### src/sv/ngp_pkg.sv
// ----------------------------------------------------------------------------
// ngp_pkg: shared types and constants for the GLL position parser
// Prefix text, character codes, coordinate scaling constants and the structs
// passed between the parser and the coordinate math.
// ----------------------------------------------------------------------------
package ngp_pkg;

  // Sentence framing
  localparam int PREFIX_LEN  = 6;
  localparam int BUF_BYTES   = 100;
  localparam logic [6:0] BYTE_LIMIT = 7'(BUF_BYTES - 1);
  localparam int FRAC_DIGITS = 4;

  // Character codes
  localparam logic [7:0] CH_NUL   = 8'h00;
  localparam logic [7:0] CH_COMMA = 8'h2C;
  localparam logic [7:0] CH_DOT   = 8'h2E;
  localparam logic [7:0] CH_ZERO  = 8'h30;
  localparam logic [7:0] CH_NINE  = 8'h39;
  localparam logic [7:0] CH_SOUTH = 8'h53;
  localparam logic [7:0] CH_WEST  = 8'h57;

  // Field numbers of interest
  localparam logic [2:0] FLD_LAT     = 3'd2;
  localparam logic [2:0] FLD_LAT_HEM = 3'd3;
  localparam logic [2:0] FLD_LON     = 3'd4;
  localparam logic [2:0] FLD_LON_HEM = 3'd5;
  localparam logic [2:0] FLD_MAX     = 3'd7;

  // Coordinate scaling: 1e-5 degree units
  localparam int DEG_SCALE = 100000;
  localparam int FRAC_MULT = 10;
  // floor(n / 60) = floor((n >> 2) * DIV15_MAGIC >> DIV15_SHIFT), n < 2**24
  localparam int DIV15_MAGIC = 4473925;
  localparam int DIV15_SHIFT = 26;

  localparam int DEG_W  = 10;  // up to three degree digits
  localparam int FRAC_W = 14;  // up to 9999 in 1e-4 minutes
  localparam int VAL_W  = 28;

  // Expected prefix character at a position
  function automatic logic [7:0] prefix_char(input logic [2:0] idx);
    logic [7:0] c;
    case (idx)
      3'd0:    c = 8'h24;  // $
      3'd1:    c = 8'h47;  // G
      3'd2:    c = 8'h50;  // P
      3'd3:    c = 8'h47;  // G
      3'd4:    c = 8'h4C;  // L
      3'd5:    c = 8'h4C;  // L
      default: c = 8'h00;
    endcase
    return c;
  endfunction

  // Weight of the n-th fraction digit in 1e-4 minutes
  function automatic logic [9:0] frac_weight(input logic [2:0] n);
    logic [9:0] w;
    case (n)
      3'd0:    w = 10'd1000;
      3'd1:    w = 10'd100;
      3'd2:    w = 10'd10;
      3'd3:    w = 10'd1;
      default: w = 10'd0;
    endcase
    return w;
  endfunction

  // Captured coordinate, still in digit form
  typedef struct packed {
    logic              valid;   // dot seen and at least four integer chars
    logic              neg;     // hemisphere flips the sign
    logic [DEG_W-1:0]  deg;
    logic [3:0]        tens;    // minutes, tens digit
    logic [3:0]        ones;    // minutes, ones digit
    logic [FRAC_W-1:0] frac;
  } coord_t;

  // One sentence result out of the parser
  typedef struct packed {
    logic   ok;
    coord_t lat;
    coord_t lon;
  } result_t;

  // Load enables of the coordinate math stages
  typedef struct packed {
    logic a;
    logic b;
  } stage_en_t;

endpackage

### src/sv/nmea_gll_position_parser_core.sv
// ----------------------------------------------------------------------------
// nmea_gll_position_parser_core: GLL sentence position parser
// Byte-wide sentence input, one position result per sentence.
// ----------------------------------------------------------------------------
// Takes one sentence character per word and accepts a word every clock while
// the result side keeps up. Each word is parsed combinationally behind an
// input register; the word flagged as last yields one result word through
// the input register, result register, two coordinate math stages with the
// divide-by-60 multiplier and output register. Stall from the result side
// backs up through these stages one by one; words other than the last keep
// flowing; a last word waits only while every stage holds a waiting result.
module nmea_gll_position_parser_core (
  input  logic                             clk,
  input  logic                             rst_n,
  input  logic                             in_valid,
  output logic                             in_stall,
  input  logic [7:0]                       in_sentence_byte,
  input  logic                             in_end_of_sentence,
  output logic                             out_valid,
  input  logic                             out_stall,
  output logic                             out_position_ok,
  output logic signed [ngp_pkg::VAL_W-1:0] out_latitude,
  output logic signed [ngp_pkg::VAL_W-1:0] out_longitude
);

  logic                in_v_r;
  logic [7:0]          byte_r;
  logic                last_r;
  logic                v0_r, va_r, vb_r, out_v_r;
  logic                ok_a_r, ok_b_r;
  logic                out_ok_r;
  logic signed [ngp_pkg::VAL_W-1:0] out_lat_r, out_lon_r;
  ngp_pkg::result_t    res;
  ngp_pkg::result_t    res_r;
  ngp_pkg::stage_en_t  en;
  logic signed [ngp_pkg::VAL_W-1:0] lat_val, lon_val;

  logic rdy_out, rdy_b, rdy_a, rdy_0, fire, in_rdy;

  // Ready chain from the output register back to the input register
  assign rdy_out = !out_v_r || !out_stall;
  assign rdy_b   = !vb_r || rdy_out;
  assign rdy_a   = !va_r || rdy_b;
  assign rdy_0   = !v0_r || rdy_a;
  assign fire    = in_v_r && (!last_r || rdy_0);
  assign in_rdy  = !in_v_r || fire;
  assign in_stall = !in_rdy;
  assign en.a    = rdy_a;
  assign en.b    = rdy_b;

  // Input register
  always_ff @(posedge clk) begin
    if (!rst_n) begin
      in_v_r <= 1'b0;
    end else if (in_rdy) begin
      in_v_r <= in_valid;
    end
    if (in_rdy && in_valid) begin
      byte_r <= in_sentence_byte;
      last_r <= in_end_of_sentence;
    end
  end

  ngp_parser u_parser (
    .clk    (clk),
    .rst_n  (rst_n),
    .fire   (fire),
    .byte_i (byte_r),
    .last_i (last_r),
    .res    (res)
  );

  // Result register and stage valids
  always_ff @(posedge clk) begin
    if (!rst_n) begin
      v0_r    <= 1'b0;
      va_r    <= 1'b0;
      vb_r    <= 1'b0;
      out_v_r <= 1'b0;
    end else begin
      if (rdy_0)   v0_r    <= fire && last_r;
      if (rdy_a)   va_r    <= v0_r;
      if (rdy_b)   vb_r    <= va_r;
      if (rdy_out) out_v_r <= vb_r;
    end
    if (rdy_0) res_r  <= res;
    if (rdy_a) ok_a_r <= res_r.ok;
    if (rdy_b) ok_b_r <= ok_a_r;
    if (rdy_out) begin
      out_ok_r  <= ok_b_r;
      out_lat_r <= lat_val;
      out_lon_r <= lon_val;
    end
  end

  ngp_coord_calc u_lat_calc (
    .clk   (clk),
    .en    (en),
    .coord (res_r.lat),
    .ok    (res_r.ok),
    .value (lat_val)
  );

  ngp_coord_calc u_lon_calc (
    .clk   (clk),
    .en    (en),
    .coord (res_r.lon),
    .ok    (res_r.ok),
    .value (lon_val)
  );

  assign out_valid       = out_v_r;
  assign out_position_ok = out_ok_r;
  assign out_latitude    = out_lat_r;
  assign out_longitude   = out_lon_r;

  // Checks
  a_stall_only_when_full: assert property (@(posedge clk) disable iff (!rst_n)
    in_stall |-> (out_valid && out_stall))
    else $error("input stalled while a stage is free");

  a_not_ok_zero: assert property (@(posedge clk) disable iff (!rst_n)
    (out_valid && !out_position_ok) |-> (out_latitude == 0 && out_longitude == 0))
    else $error("nonzero position without ok");

  a_lat_range: assert property (@(posedge clk) disable iff (!rst_n)
    out_valid |-> (out_latitude <= 28'sd100066666 && out_latitude >= -28'sd100066666))
    else $error("latitude out of range");

endmodule

### src/sv/ngp_parser.sv
// ----------------------------------------------------------------------------
// ngp_parser: per-byte sentence parser
// Checks the prefix, splits fields on commas and accumulates the latitude and
// longitude digits. Gives the sentence result in the cycle of the last word.
// ----------------------------------------------------------------------------
module ngp_parser (
  input  logic             clk,
  input  logic             rst_n,
  input  logic             fire,
  input  logic [7:0]       byte_i,
  input  logic             last_i,
  output ngp_pkg::result_t res
);

  logic                        prefix_ok_r,   prefix_ok_nxt;
  logic [6:0]                  char_count_r,  char_count_nxt;
  logic [2:0]                  field_num_r,   field_num_nxt;
  logic                        in_field_r,    in_field_nxt;
  logic                        dot_seen_r,    dot_seen_nxt;
  logic [2:0]                  int_chars_r,   int_chars_nxt;
  logic [ngp_pkg::DEG_W-1:0]   deg_r,         deg_nxt;
  logic [3:0]                  tens_r,        tens_nxt;
  logic [3:0]                  ones_r,        ones_nxt;
  logic [ngp_pkg::FRAC_W-1:0]  frac_r,        frac_nxt;
  logic [2:0]                  frac_cnt_r,    frac_cnt_nxt;
  ngp_pkg::coord_t             lat_r,         lat_nxt;
  ngp_pkg::coord_t             lon_r,         lon_nxt;
  logic                        bad_r,         bad_nxt;

  // Next state for one accepted word
  always_comb begin
    logic            is_digit;
    logic [3:0]      dig;
    logic            end_fld;
    ngp_pkg::coord_t cap;

    prefix_ok_nxt  = prefix_ok_r;
    char_count_nxt = char_count_r;
    field_num_nxt  = field_num_r;
    in_field_nxt   = in_field_r;
    dot_seen_nxt   = dot_seen_r;
    int_chars_nxt  = int_chars_r;
    deg_nxt        = deg_r;
    tens_nxt       = tens_r;
    ones_nxt       = ones_r;
    frac_nxt       = frac_r;
    frac_cnt_nxt   = frac_cnt_r;
    lat_nxt        = lat_r;
    lon_nxt        = lon_r;
    bad_nxt        = bad_r;
    end_fld        = 1'b0;
    is_digit       = (byte_i >= ngp_pkg::CH_ZERO) && (byte_i <= ngp_pkg::CH_NINE);
    dig            = byte_i[3:0];

    if (char_count_r < ngp_pkg::BYTE_LIMIT) begin
      if (byte_i == ngp_pkg::CH_NUL) begin
        // zero byte ends the usable data
        if (char_count_r < 7'(ngp_pkg::PREFIX_LEN)) prefix_ok_nxt = 1'b0;
        char_count_nxt = ngp_pkg::BYTE_LIMIT;
      end else begin
        if (char_count_r < 7'(ngp_pkg::PREFIX_LEN) &&
            byte_i != ngp_pkg::prefix_char(char_count_r[2:0])) begin
          prefix_ok_nxt = 1'b0;
        end
        char_count_nxt = char_count_r + 7'd1;
        if (byte_i == ngp_pkg::CH_COMMA) begin
          end_fld      = in_field_r;
          in_field_nxt = 1'b0;
        end else begin
          // field start: advance field number, clear digits, note the hemisphere
          if (!in_field_r) begin
            if (field_num_r < ngp_pkg::FLD_MAX) field_num_nxt = field_num_r + 3'd1;
            in_field_nxt  = 1'b1;
            dot_seen_nxt  = 1'b0;
            int_chars_nxt = 3'd0;
            deg_nxt       = '0;
            tens_nxt      = 4'd0;
            ones_nxt      = 4'd0;
            frac_nxt      = '0;
            frac_cnt_nxt  = 3'd0;
            if (field_num_nxt == ngp_pkg::FLD_LAT_HEM && byte_i == ngp_pkg::CH_SOUTH) begin
              lat_nxt.neg = 1'b1;
            end
            if (field_num_nxt == ngp_pkg::FLD_LON_HEM && byte_i == ngp_pkg::CH_WEST) begin
              lon_nxt.neg = 1'b1;
            end
          end
          // coordinate digits
          if (field_num_nxt == ngp_pkg::FLD_LAT || field_num_nxt == ngp_pkg::FLD_LON) begin
            if (byte_i == ngp_pkg::CH_DOT && !dot_seen_nxt) begin
              dot_seen_nxt = 1'b1;
            end else if (is_digit) begin
              if (!dot_seen_nxt) begin
                if (int_chars_nxt >= 3'd5) begin
                  bad_nxt = 1'b1;
                end else begin
                  deg_nxt = ngp_pkg::DEG_W'((14'(deg_nxt) * 14'd10) + 14'(tens_nxt));
                  tens_nxt      = ones_nxt;
                  ones_nxt      = dig;
                  int_chars_nxt = int_chars_nxt + 3'd1;
                end
              end else if (frac_cnt_nxt < 3'(ngp_pkg::FRAC_DIGITS)) begin
                frac_nxt = frac_nxt +
                           ngp_pkg::FRAC_W'(14'(dig) * 14'(ngp_pkg::frac_weight(frac_cnt_nxt)));
                frac_cnt_nxt = frac_cnt_nxt + 3'd1;
              end
            end else begin
              bad_nxt = 1'b1;
            end
          end
        end
      end
    end

    // a field still open at the last word closes there
    if (last_i && in_field_nxt) end_fld = 1'b1;

    cap.valid = dot_seen_nxt && (int_chars_nxt >= 3'd4);
    cap.neg   = 1'b0;
    cap.deg   = deg_nxt;
    cap.tens  = tens_nxt;
    cap.ones  = ones_nxt;
    cap.frac  = frac_nxt;
    if (end_fld && field_num_nxt == ngp_pkg::FLD_LAT) begin
      cap.neg = lat_nxt.neg;
      lat_nxt = cap;
    end else if (end_fld && field_num_nxt == ngp_pkg::FLD_LON) begin
      cap.neg = lon_nxt.neg;
      lon_nxt = cap;
    end

    res.ok  = prefix_ok_nxt && (char_count_nxt >= 7'(ngp_pkg::PREFIX_LEN)) &&
              (field_num_nxt >= ngp_pkg::FLD_LON_HEM) && !bad_nxt;
    res.lat = lat_nxt;
    res.lon = lon_nxt;
  end

  // Parser state; cleared after each sentence
  always_ff @(posedge clk) begin
    if (!rst_n || (fire && last_i)) begin
      prefix_ok_r  <= 1'b1;
      char_count_r <= 7'd0;
      field_num_r  <= 3'd0;
      in_field_r   <= 1'b0;
      dot_seen_r   <= 1'b0;
      int_chars_r  <= 3'd0;
      deg_r        <= '0;
      tens_r       <= 4'd0;
      ones_r       <= 4'd0;
      frac_r       <= '0;
      frac_cnt_r   <= 3'd0;
      lat_r        <= '0;
      lon_r        <= '0;
      bad_r        <= 1'b0;
    end else if (fire) begin
      prefix_ok_r  <= prefix_ok_nxt;
      char_count_r <= char_count_nxt;
      field_num_r  <= field_num_nxt;
      in_field_r   <= in_field_nxt;
      dot_seen_r   <= dot_seen_nxt;
      int_chars_r  <= int_chars_nxt;
      deg_r        <= deg_nxt;
      tens_r       <= tens_nxt;
      ones_r       <= ones_nxt;
      frac_r       <= frac_nxt;
      frac_cnt_r   <= frac_cnt_nxt;
      lat_r        <= lat_nxt;
      lon_r        <= lon_nxt;
      bad_r        <= bad_nxt;
    end
  end

endmodule

### src/sv/ngp_coord_calc.sv
// ----------------------------------------------------------------------------
// ngp_coord_calc: coordinate to 1e-5 degree conversion
// Two register stages: scale degrees and minutes, then divide the minutes
// term by 60 with a reciprocal multiply. Sign and zeroing at the output.
// ----------------------------------------------------------------------------
module ngp_coord_calc (
  input  logic                            clk,
  input  ngp_pkg::stage_en_t              en,
  input  ngp_pkg::coord_t                 coord,
  input  logic                            ok,
  output logic signed [ngp_pkg::VAL_W-1:0] value
);

  logic [26:0] degp_a_r;
  logic [21:0] quart_a_r;
  logic        neg_a_r;
  logic        keep_a_r;
  logic [26:0] degp_b_r;
  logic [17:0] quot_b_r;
  logic        neg_b_r;
  logic        keep_b_r;

  logic [6:0]  mins;
  logic [23:0] num;
  logic [44:0] prod;
  logic [27:0] mag;

  // Stage A: degrees * 1e5 and minutes numerator
  assign mins = 7'((7'(coord.tens) * 7'd10) + 7'(coord.ones));
  assign num  = (24'(mins) * 24'(ngp_pkg::DEG_SCALE)) +
                (24'(coord.frac) * 24'(ngp_pkg::FRAC_MULT));

  always_ff @(posedge clk) begin
    if (en.a) begin
      degp_a_r  <= 27'(coord.deg) * 27'(ngp_pkg::DEG_SCALE);
      quart_a_r <= num[23:2];
      neg_a_r   <= coord.neg;
      keep_a_r  <= ok && coord.valid;
    end
  end

  // Stage B: divide by 15 after the shift by 2
  assign prod = 45'(quart_a_r) * 45'(ngp_pkg::DIV15_MAGIC);

  always_ff @(posedge clk) begin
    if (en.b) begin
      degp_b_r <= degp_a_r;
      quot_b_r <= prod[ngp_pkg::DIV15_SHIFT +: 18];
      neg_b_r  <= neg_a_r;
      keep_b_r <= keep_a_r;
    end
  end

  // Final sum, sign and zero when not kept
  assign mag = 28'(degp_b_r) + 28'(quot_b_r);

  always_comb begin
    if (!keep_b_r) begin
      value = '0;
    end else if (neg_b_r) begin
      value = -$signed(mag);
    end else begin
      value = $signed(mag);
    end
  end

endmodule
### config.mk
export PLATFORM = sky130hd
export DESIGN_NAME = nmea_gll_position_parser_core
export DESIGN_NICKNAME = d
export VERILOG_FILES = /design/src/sv/ngp_pkg.sv /design/src/sv/nmea_gll_position_parser_core.sv /design/src/sv/ngp_parser.sv /design/src/sv/ngp_coord_calc.sv
export SDC_FILE = /design/constraint.sdc
export NUM_CORES = 2
export LEC_CHECK = 0
export BUFFER_PORTS_ARGS = -buffer_cell sky130_fd_sc_hd__buf_2
export CORE_UTILIZATION = 45
export DETAILED_ROUTE_END_ITERATION = 10
export GPL_ROUTABILITY_DRIVEN = 0
export PLACE_DENSITY = 0.68
export SLEW_MARGIN = 20
export SYNTH_ARGS = -nofsm -noshare
export SYNTH_HDL_FRONTEND = slang
export SYNTH_HIERARCHICAL = 1
export SYNTH_SLANG_ARGS = --single-unit
### constraint.sdc
create_clock -name clk -period 8.3 [get_ports clk]
set_input_delay 0 -clock clk [delete_from_list [all_inputs] [get_ports clk]]
set_output_delay 0 -clock clk [all_outputs]
set_load 0.02 [all_outputs]
==> metrics.md <==
| Metric | Value |
|---|---|
| Outcome | `finished clean` |
| Drt pass-1 iters | `5` |
| Chip height | `approximately 300 um` |
| Area leader, netlist | `ha_1` |
| Netlist cell types | `93` |
| Final wirelength | `80300 um` |
| Initial antenna violation count | `0` |
| Clock slew at reported path FFs | `0.06 ns` |
| CP arrival | `7.08 ns` |
| Via count | `approximately 28000` |
| Synthesized instance count | `~4000` |
| Postcts setup bufs | `0` |
| First-pass GRT wire length | `135000 um` |
| Synth Net Count | `4954` |
| Kind of critical path | `register to register` |
| Clock Skew | `0.0263 ns` |
| Maximum clock path buffer count | `3` |
| CTS tree | `built` |
| Worst VDD drop | `154 uV` |
| CTS Buf Count | `51` |
| Clock latency on the worst-skew pair | `0.60 ns` |
| Final setup fails | `0` |
| CP Capture Type | `register` |
| Critical Path RT | `8.65 ns` |
| IO Count | `72` |
| Ys async rst share | `0%` |
| Largest net degree at the start of global routing | `96` |
| Max-cap viol count | `0` |
| Worst r2r src | `res_r[53]` |
| Hold Crit Depth | `2` |
| Max_slew headroom | `around 27%` |
| Tot Pwr | `7.31 mW` |
| Vias in the first global route | `roughly 27000` |
| All-Layer GR Usage | `17.9%` |
| Initial core utilization | `45.7%` |
| Leakage | `around 22 nW` |
| Slew Limit Fails | `0` |
| Max FO, Critical Path | `4` |
| Routed WL per cell | `15.4 um` |
| Drt first-iter violations | `1531` |
| Hold Path Origin | `in_sentence_byte[2]` |
| CORE AREA | `87400 sq um` |
| Layout area overhead | `8.51%` |
| Vias/cell | `5.40` |
| Synth top area share | `about a quarter` |
| Main synth FF type | `edfxtp_1` |
| Worst slew pin tran | `1.09 ns` |
| Syn avg cell area | `10.0 sq um` |
| Final #Nets | `between 5000 and 6000` |
| FF+latch count, synth | `438` |
| Hold WC Path Type | `input port to register` |
| Synth top area cells | `ha_1, edfxtp_1, fa_1, dfxtp_1, inv_1` |
| Achievable frequency | `149 MHz` |
| Fin. Hold Viols | `0` |
| Mapped Area | `40000 sq um` |
| Layout cell share with drive strength beyond 1 | `5.62%` |
| Most instantiated cells after synthesis | `ha_1, inv_1, nor2_1, edfxtp_1, fa_1` |
| Global route total overflow | `0` |
| Type of origin of the critical path | `register` |
| Worst R2R End | `u_lat_calc/quart_a_r[21]` |
| Fill cell count | `about 8000` |
| Reg2Reg Depth | `19` |
| EDFF count, synth | `roughly 310` |
| Hpwl dp | `63300 um` |
| Setup TNS | `0 ns` |
| DRC violations left | `0` |
| Hold Path Sink | `byte_r[2]` |
| Routed Antenna Nets | `0` |
| Register area share after synthesis | `29.8%` |
| DIE AREA | `90100 sq um` |
| H-tree Lvls | `2` |
| # rows | `108` |
| Die W | `300 um` |
| RSZ-0062 raised after global routing | `false` |
| Most numerous cell in the Yosys netlist | `ha_1` |
| Port bufs | `71` |
| Final period util | `about four fifths` |
| Minimum clock period | `6.72 ns` |
| PwrDens | `around 170 nW/um^2` |
| Diode count | `0` |
| Reg2reg setup slack | `1.58 ns` |
| Root Driver | `clkbuf_16` |
| Clk sinks | `438` |
| YS warnings | `6` |
==> cell families after synthesis <==
| kind of cell | count (synthesis) | share of synthesized area (%) |
|---|---|---|
| AOI/OAI and AO/OA | 839 | 14.1 |
| xor gates and xnor gates | 247 | 5.44 |
| adders and majority gates | 960 | 33.9 |
| buffers and inverters | 582 | 5.70 |
| DFF | 438 | 29.8 |
| muxes | 10 | 0.282 |
| and+or+nand+nor | 905 | 10.8 |
==> flip-flops by register name (all words and copies together) (netlist names), 14 cells and up, named ones only <==
signal,cells
u_parser/lon_r,34
out_longitude,28
u_lon_calc/degp_b_r,22
u_parser/frac_r,14
u_lon_calc/quart_a_r,22
res_r,69
u_lon_calc/quot_b_r,18
u_parser/lat_r,34
out_latitude,28
u_lat_calc/quart_a_r,22
u_lat_calc/degp_a_r,22
u_lat_calc/degp_b_r,22
u_lat_calc/quot_b_r,18
u_lon_calc/degp_a_r,22
==> repair_timing <==
action | in CTS | in global routing
resized for setup | 0 | 0
endpoints found under the hold margin | 23 | 0
endpoints found under the setup margin | 0 | 0
hold buffers | 15 | 0
==> metal layers <==
| metal | GRT usage [%] | share of wire [%] |
|---|---|---|
| met5 | 0 | 0 |
| met4 | 3.47 | 1.5 |
| met3 | 2.10 | 3.6 |
| met2 | 29.6 | 46 |
| met1 | 25.4 | 49 |
==> report_power, final <==
group	internal [mW]	switching, mW	total [mW]
Clock	1.41	0.942	2.35
Combinational	0.992	1.36	2.36
Sequential	2.48	0.123	2.60
Total	4.88	2.43	7.31
==> through the flow <==
step                area, sq um  hold WS [ns]  setup WS [ns]  std cells  util, %
finish                    43400        0.0989           1.58       5228     49.6
global route              43400        0.0928           1.21       5228     49.6
CTS                       43400        0.0615           1.66       5227     49.6
detailed placement        41500         0.180           1.72       5117     47.4
global placement          41500         0.179           1.79       5117     47.4
floorplan                 40000        0.0989           2.37       3981        -
==> area by class of cell <==
type                       instances  area (sq um)  area share, %
multi-input combinational       2961         25900           59.6
tap                             1155          1450           3.33
clock inverter                    33           392          0.902
clock buffer                      62          1380           3.18
timing repair buffer              99           623           1.44
sequential                       438         11900           27.4
inverter                         480          1800           4.15
==> critical path, cell delays in order (launching register included) <==
cell       delay [ns]
edfxtp_1         0.42
ha_1             0.33
ha_1             0.21
inv_1            0.07
fa_1             0.45
nor3b_1          0.27
xnor2_1          0.25
ha_1             0.33
ha_1             0.31
fa_1             0.49
ha_1             0.31
ha_1             0.34
o21a_1           0.22
a2111oi_0        0.88
nor4_1           0.24
o41ai_1          0.46
a21boi_0         0.41
nand3_1          0.15
nor3b_1          0.28
xnor2_1          0.09
==> worst max path at each step <==
stage / cells past startpoint / from / end / slack (ns)
after detailed placement: 19 / res_r[53] / u_lat_calc/quart_a_r[21] / 1.72
after global routing: 19 / res_r[53] / u_lat_calc/quart_a_r[21] / 1.21
after CTS: 19 / res_r[53] / u_lat_calc/quart_a_r[21] / 1.66
after global placement: 19 / res_r[53] / u_lat_calc/quart_a_r[21] / 1.79
after floorplan: 19 / res_r[53] / u_lat_calc/quart_a_r[21] / 2.37
final: 19 / res_r[53] / u_lat_calc/quart_a_r[21] / 1.58
==> cells in the final DEF (no fill, tap or decap), types with 108 or more instances in the layout <==
cell type	instances
fa_1	207
inv_1	477
a21oi_1	195
edfxtp_1	313
o21ai_0	167
nor2_1	321
dfxtp_1	125
xnor2_1	156
nand2_1	190
a211oi_1	108
ha_1	753
Power figures use the tool's default switching activity.
